`src/rtl/tdpt_pkg.sv`:
```
// Package for the trial-division prime tester.
// Shared width constant, controller state type and the controller/datapath command and status structs.
// No dependencies.
`default_nettype none

package tdpt_pkg;

   // Default width of the tested number.
   localparam int NumWidthDefault = 16;

   typedef enum logic [2:0] {
      ST_IDLE,
      ST_CHECK,
      ST_DIVIDE,
      ST_TEST,
      ST_DONE
   } tdpt_state_type;

   // Controller -> datapath
   typedef struct packed {
      logic load;        // capture candidate, divisor = 2, square = 4
      logic div_start;   // clear remainder, arm bit counter
      logic div_step;    // one restoring-division step
      logic advance;     // next divisor, update its square
      logic verdict_we;  // write the prime flag
      logic verdict;
      logic publish;     // move result into the output register
   } tdpt_cmd_type;

   // Datapath -> controller
   typedef struct packed {
      logic below_two;   // candidate below two
      logic sq_over;     // divisor squared exceeds candidate
      logic div_last;    // division step counter at its last bit
      logic rem_zero;    // remainder is zero
      logic out_free;    // output register empty or being taken
   } tdpt_status_type;

endpackage

`default_nettype wire

```
`src/rtl/tdpt_dp.sv`:
```
// Datapath for the trial-division prime tester.
// Candidate, divisor and its square, a restoring remainder unit and the output register.
// Depends on tdpt_pkg.
`default_nettype none

module tdpt_dp #(
   parameter int NUM_WIDTH = tdpt_pkg::NumWidthDefault
) (
   input  wire                        clock,
   input  wire                        reset,
   input  wire [NUM_WIDTH-1:0]        req_candidate,
   input  wire                        rsp_ready,
   output logic                       rsp_valid,
   output logic [NUM_WIDTH-1:0]       rsp_tested_value,
   output logic                       rsp_is_prime,
   input  tdpt_pkg::tdpt_cmd_type     cmd,
   output tdpt_pkg::tdpt_status_type  status
);

   localparam int CntWidth = $clog2(NUM_WIDTH);
   localparam int SqWidth  = 2 * NUM_WIDTH;

   logic [NUM_WIDTH-1:0] n_ff, n_in;
   logic [NUM_WIDTH-1:0] d_ff, d_in;
   logic [SqWidth-1:0]   sq_ff, sq_in;
   logic [NUM_WIDTH-1:0] rem_ff, rem_in;
   logic [CntWidth-1:0]  cnt_ff, cnt_in;
   logic                 prime_ff, prime_in;
   logic [NUM_WIDTH-1:0] out_value_ff, out_value_in;
   logic                 out_prime_ff, out_prime_in;
   logic                 rsp_valid_ff, rsp_valid_in;

   logic [NUM_WIDTH:0]   trial;
   logic [NUM_WIDTH:0]   diff;

   // One restoring step: shift in the next candidate bit, subtract if it fits.
   assign trial = {rem_ff, n_ff[cnt_ff]};
   assign diff  = trial - {1'b0, d_ff};

   always_comb begin
      n_in         = n_ff;
      d_in         = d_ff;
      sq_in        = sq_ff;
      rem_in       = rem_ff;
      cnt_in       = cnt_ff;
      prime_in     = prime_ff;
      out_value_in = out_value_ff;
      out_prime_in = out_prime_ff;
      rsp_valid_in = rsp_valid_ff;

      if (cmd.load) begin
         n_in  = req_candidate;
         d_in  = NUM_WIDTH'(2);
         sq_in = SqWidth'(4);
      end
      if (cmd.div_start) begin
         rem_in = '0;
         cnt_in = CntWidth'(NUM_WIDTH - 1);
      end
      if (cmd.div_step) begin
         if (trial >= {1'b0, d_ff}) rem_in = diff[NUM_WIDTH-1:0];
         else rem_in = trial[NUM_WIDTH-1:0];
         if (cnt_ff != '0) cnt_in = cnt_ff - CntWidth'(1);
      end
      if (cmd.advance) begin
         // (d+1)^2 = d^2 + 2d + 1
         d_in  = d_ff + NUM_WIDTH'(1);
         sq_in = sq_ff + SqWidth'({d_ff, 1'b1});
      end
      if (cmd.verdict_we) prime_in = cmd.verdict;

      if (cmd.publish) begin
         out_value_in = n_ff;
         out_prime_in = prime_ff;
         rsp_valid_in = 1'b1;
      end else if (rsp_ready) begin
         rsp_valid_in = 1'b0;
      end
   end

   always_ff @(posedge clock) begin
      if (reset) begin
         rsp_valid_ff <= 1'b0;
      end else begin
         rsp_valid_ff <= rsp_valid_in;
      end
   end

   always_ff @(posedge clock) begin
      n_ff         <= n_in;
      d_ff         <= d_in;
      sq_ff        <= sq_in;
      rem_ff       <= rem_in;
      cnt_ff       <= cnt_in;
      prime_ff     <= prime_in;
      out_value_ff <= out_value_in;
      out_prime_ff <= out_prime_in;
   end

   assign status.below_two = (n_ff[NUM_WIDTH-1:1] == '0);
   assign status.sq_over   = (sq_ff > {{NUM_WIDTH{1'b0}}, n_ff});
   assign status.div_last  = (cnt_ff == '0);
   assign status.rem_zero  = (rem_ff == '0);
   assign status.out_free  = !rsp_valid_ff || rsp_ready;

   assign rsp_valid        = rsp_valid_ff;
   assign rsp_tested_value = out_value_ff;
   assign rsp_is_prime     = out_prime_ff;

endmodule

`default_nettype wire

```
`config.mk`:
```
export PLATFORM = sky130hd
export DESIGN_NAME = tdpt_dp
export DESIGN_NICKNAME = d
export VERILOG_FILES = /design/src/rtl/tdpt_pkg.sv /design/src/rtl/tdpt_dp.sv
export SDC_FILE = /design/constraint.sdc
export NUM_CORES = 1
export LEC_CHECK = 0
export ABC_AREA = 1
export BUFFER_PORTS_ARGS = -buffer_cell sky130_fd_sc_hd__buf_4
export CAP_MARGIN = 20
export CORE_ASPECT_RATIO = 1.5
export CORE_UTILIZATION = 55
export CTS_CLUSTER_SIZE = 8
export DETAILED_ROUTE_END_ITERATION = 16
export PLACE_DENSITY = 0.73
export SLEW_MARGIN = 20
export SYNTH_ARGS = -nofsm -noshare
export SYNTH_HDL_FRONTEND = slang
export SYNTH_SLANG_ARGS = --single-unit
```
`constraint.sdc`:
```
create_clock -name clock -period 4.8 [get_ports clock]
set_input_delay 1.44 -clock clock [delete_from_list [all_inputs] [get_ports clock]]
set_output_delay 1.44 -clock clock [all_outputs]
set_load 0.02 [all_outputs]
```
After elaboration in Yosys (flattened, before gate mapping)
Index checks and enable logic that the tools add are counted.
Operators by class
  $lt $le $gt $ge: 3
  reduce and logical (&&, ||, !) cells: 9
  $add $sub $neg: 4
  muxes and demuxes: 14
Operators with widths (count)
  two-way mux 16 bit: 5
  two-way mux 32 bit: 2
  adder 32 x 17 -> 32 bit: 1
  > comparator 32 x 16 -> 1 bit: 1
  greater-or-equal comparator 17 x 16 -> 1 bit: 1
  adder 16 x 1 -> 16 bit, second input constant: 1
  zero test 16 bit: 1
  subtractor 16 bit: 1
  zero test 15 bit: 1
  two-way mux 4 bit: 3
  nonzero test 2 bit: 3
  < comparator 4 x 5 -> 1 bit, second input constant: 1
  binary-select mux 1 bit (select 4 bit): 1
  zero test 4 bit: 1
  nonzero test 4 bit: 1
  subtractor 4 x 1 -> 4 bit, second input constant: 1
  two-way mux 1 bit: 3
  zero test 1 bit: 1
  logical OR 1 bit: 1
Word-level totals
  output and inout bits: 23
  bits in registers: 103

Logic depth before layout (Yosys ltp)
  depth after elaboration: 5
  depth in mapped cells: 23
  mapped depth without buffers: 22

Worst setup path after synthesis
OpenSTA, ideal clock, no wires.
  path type: in2out
  start point: in rsp_ready
  end point: out status[0] in the netlist's numbering
  required time: 3.360 ns
  data arrival time: 1.621 ns
  stages: 2
  setup slack: 1.739 ns
  path through: inv_1 nand2_1
RTL lines
  from (decl): RTL line tdpt_dp.sv:12  | input wire rsp_ready,
  to (decl): RTL line tdpt_dp.sv:17  | output tdpt_pkg::tdpt_status_type status

==> run_results.csv <==
group,metric,value,unit
outcome,status,"completed",
worst_setup_path,crit_arrival,1990,ps
worst_setup_path,r2r-end,"rem_ff[12]",
clock_tree,cts_buffer_depth,2,
global_routing,antenna_found_initial,0,
drt,vias_per_cell,5.35,
drt,wire_per_inst,15.4,um
sta,max_freq,291,MHz
hold_path,hold_class,"register to register",
layout,diodes,0,
floorplanning,die_area,13900,um2
sta,setup-violations-final,0,
floorplanning,die_h,144,um
global_routing,grt_pass1_vias,6119,
power_and_ir_drop,power.density,473,nW/um2
layout,syn2layout_area_growth,11.1,%
place,place_inst,1175,
clock_tree,clkTransAtPathRegs,90,ps
global_routing,grt_pass1_wl,29500,um
worst_setup_path,worstPathMaxFanout,3,
power_and_ir_drop,power.switching,0.00168,W
floorplanning,ios,49,
worst_setup_path,rr_worst_depth,18,
clock_tree,cts_sinks,103,
logic_synthesis,ys.flop_type,"edfxtp_1",
floorplanning,core_area,13000,um2
worst_setup_path,critPathCaptureType,"output pin",
logic_synthesis,synth_nets,1057,
clock_tree,cts-root-buf,"clkbuf_16",
power_and_ir_drop,switching_share,43.2,%
layout,drive_above_1_share,10.6,%
layout,layout.nets,1105,
logic_synthesis,syn-instance-count,979,
power_and_ir_drop,vdd_drop_max,0.000278,V
layout,multi_input_area,3650,um2
clock_tree,htreeDepth,3,
global_routing,track_usage,27.2,%
floorplanning,start_util,56.7,%
sta,maxSlewHeadroom,51.1,%
logic_synthesis,ys_warn_count,0,
worst_setup_path,crit_required,3360,ps
sta,rsz0062_at_grt,"no",
sta,drv_slew,0,
global_routing,grt_overflow,0,
clock_tree,cts_buffers,9,
sta,hold_viol_final,0,
worst_setup_path,crit_path_start,"n_ff[15]",
drt,drt_iter0_drc,305,
logic_synthesis,synth_edf_count,98,
power_and_ir_drop,power.leakage,4.00,nW
sta,final.setup.tns,0,ps
power_and_ir_drop,p_int,0.00221,W
clock_tree,cts_tree,"yes",
power_and_ir_drop,p_comb_share,44.7,%
logic_synthesis,ys_types,40,
drt,ant_nets,0,
logic_synthesis,ys_seq_elements,103,
worst_setup_path,reg2reg_from,"cnt_ff[0]",
worst_setup_path,startpoint_type,"register",
power_and_ir_drop,pwr-share-clk,20.7,%
sta,min_period,3430,ps
floorplanning,die_w,96.6,um
clock_tree,clk_latency,370,ps
logic_synthesis,async_flop_share,0,%
layout,seq_area,3040,um2
place,port_buffers,48,
layout,n_fill_cell,1181,
sta,tightestPinTransition,733,ps
power_and_ir_drop,seqPwrFrac,34.7,%
logic_synthesis,synth-seq-area-share,41.2,%
worst_setup_path,r2r_slack,1840,ps
drt,first_pass_iters,4,
logic_synthesis,syn_area_per_cell,7.55,um2
floorplanning,num_rows,51,
place,dp_hpwl,14200,um
clock_tree,ctsHoldBuffers,0,
sta,whs,439,ps
place,gp_congestion,0.957,
worst_setup_path,timing.critical_path.to,"status[3]",
clock_tree,post-cts-setup-buffer-count,0,
layout,final_cells,1191,
sta,fin_crit_sh,71.5,%
drt,drc,0,
sta,finClkSkew,13.0,ps
logic_synthesis,syn_area,7390,um2
drt,wirelength,18300,um
global_routing,grt_max_degree,38,
clock_tree,ctsResizeCount,0,
job,maxCapViolCount,0,
worst_setup_path,path_class,"register to output pin",
drt,dr_total_vias,6369,
power groups by stage:
stage	logic (W)	clock network, W	registers (W)
5_1_grt	0.00197	0.000840	0.00136
4_1_cts	0.00173	0.000802	0.00134
6_report	0.00173	0.000803	0.00135
2_1_floorplan	0.00140	0	0.00130
3_3_place_gp	0.00168	0	0.00136
3_5_place_dp	0.00171	0	0.00136
placed cells by master (no fill, tap or decap):
master and n:
nand2_1 280, inv_1 156, nor2_1 112, edfxtp_1 98, a21oi_1 62, nand3_1 56
ha_1 50, buf_4 50, o21ai_0 34, nor3_1 18, nor2_2 13, nand4_1 12
nand3b_1 11, clkbuf_16 9, nor4_1 8, nand2_2 7, xor2_1 7, nand3_2 6
or2_2 5, dfxtp_1 5, inv_2 4, o21a_1 3, xnor2_1 3, inv_12 3
nor2_4 2, and2_1 2, fa_1 2, clkinv_8 2, o22ai_1 1, nor3b_1 1
o211ai_1 1, nor3_4 1, nor4_2 1, a21oi_2 1, nand3b_2 1, nand2_8 1
inv_4 1, o21bai_1 1, inv_6 1, inv_8 1
per-layer routing:
layer,wire [um],vias to the layer above,track usage [%]
met5,0,-,0
met4,621,0,10.9
met3,549,38,3.60
met2,9890,140,53.0
met1,7220,2904,29.3
li1,-,3287,-
metrics by stage:
step / area (um2) / setup WS, ps / utilization, % / power (W)
global route: 8210 / 1200 / 63.0 / 0.00418
floorplan: 7390 / 1740 / - / 0.00270
finish: 8210 / 1370 / 63.0 / 0.00388
CTS: 8210 / 1360 / 63.0 / 0.00387
global placement: 7880 / 1560 / 60.5 / 0.00305
detailed placement: 7880 / 1560 / 60.5 / 0.00308
layout make-up:
| class | instances | area share, % |
|---|---|---|
| Multi-Input combinational cell | 702 | 44.5 |
| Sequential cell | 103 | 37.1 |
| Inverter | 161 | 7.40 |
| Timing Repair Buffer | 50 | 4.57 |
| Clock buffer | 9 | 2.74 |
| Tap cell | 159 | 2.42 |
| Clock inverter | 7 | 1.24 |
kinds of logic (layout without fill, tap and decap cells):
family	after synthesis	in the layout	synth area share, %
compound gates	103	103	7.22
flops	103	103	41.2
xor+xnor	10	10	1.19
buf+inv	174	227	9.33
simple gates	537	537	32.1
fa+ha+maj	52	52	9.01
flip-flops by register name (all words and copies together), names as in the netlist:
| register | count |
|---|---|
| cnt_ff | 4 |
| rsp_is_prime | 1 |
| rsp_tested_value | 16 |
| d_ff | 16 |
| n_ff | 16 |
| prime_ff | 1 |
| sq_ff | 32 |
| rsp_valid | 1 |
| rem_ff | 16 |
how the worst min path moves through the flow:
stage                     depth (start not counted)  slack [ps]      from      endpoint
after detailed placement                          0         420  prime_ff  rsp_is_prime
after global routing                              0         450  prime_ff  rsp_is_prime
after floorplan                                   0         400  prime_ff  rsp_is_prime
after CTS                                         0         440  prime_ff  rsp_is_prime
after global placement                            0         410  prime_ff  rsp_is_prime
final                                             0         440  prime_ff  rsp_is_prime
cells in the mapped netlist, types with 2 or more instances:
| library cell | instances | area share [%] |
|---|---|---|
| nand2_1 | 280 | 14 |
| inv_1 | 156 | 7.9 |
| nor2_1 | 112 | 5.7 |
| edfxtp_1 | 98 | 40 |
| a21oi_1 | 62 | 4.2 |
| nand3_1 | 56 | 3.8 |
| ha_1 | 50 | 8.5 |
| o21ai_0 | 34 | 2.3 |
| nor3_1 | 18 | 1.2 |
| nor2_2 | 13 | 1.1 |
| nand4_1 | 12 | 1.0 |
| nand3b_1 | 11 | 1.1 |
| nor4_1 | 8 | 0.68 |
| nand2_2 | 7 | 0.59 |
| xor2_1 | 7 | 0.83 |
| nand3_2 | 6 | 0.81 |
| clkbuf_1 | 5 | 0.25 |
| dfxtp_1 | 5 | 1.4 |
| or2_2 | 5 | 0.42 |
| inv_2 | 4 | 0.20 |
| buf_2 | 3 | 0.20 |
| o21a_1 | 3 | 0.30 |
| xnor2_1 | 3 | 0.36 |
| and2_1 | 2 | 0.17 |
| buf_6 | 2 | 0.30 |
| fa_1 | 2 | 0.54 |
| nor2_4 | 2 | 0.30 |
critical path, stage by stage (launching register included):
cell and delay, ps:
edfxtp_1 370, inv_1 70, ha_1 290, nand2_1 90, nor4_1 380, nand2_1 90
nand2_1 60, nand2_1 80, nand2_1 70, buf_4 130
Note: power is estimated with default switching activity, not from simulation.
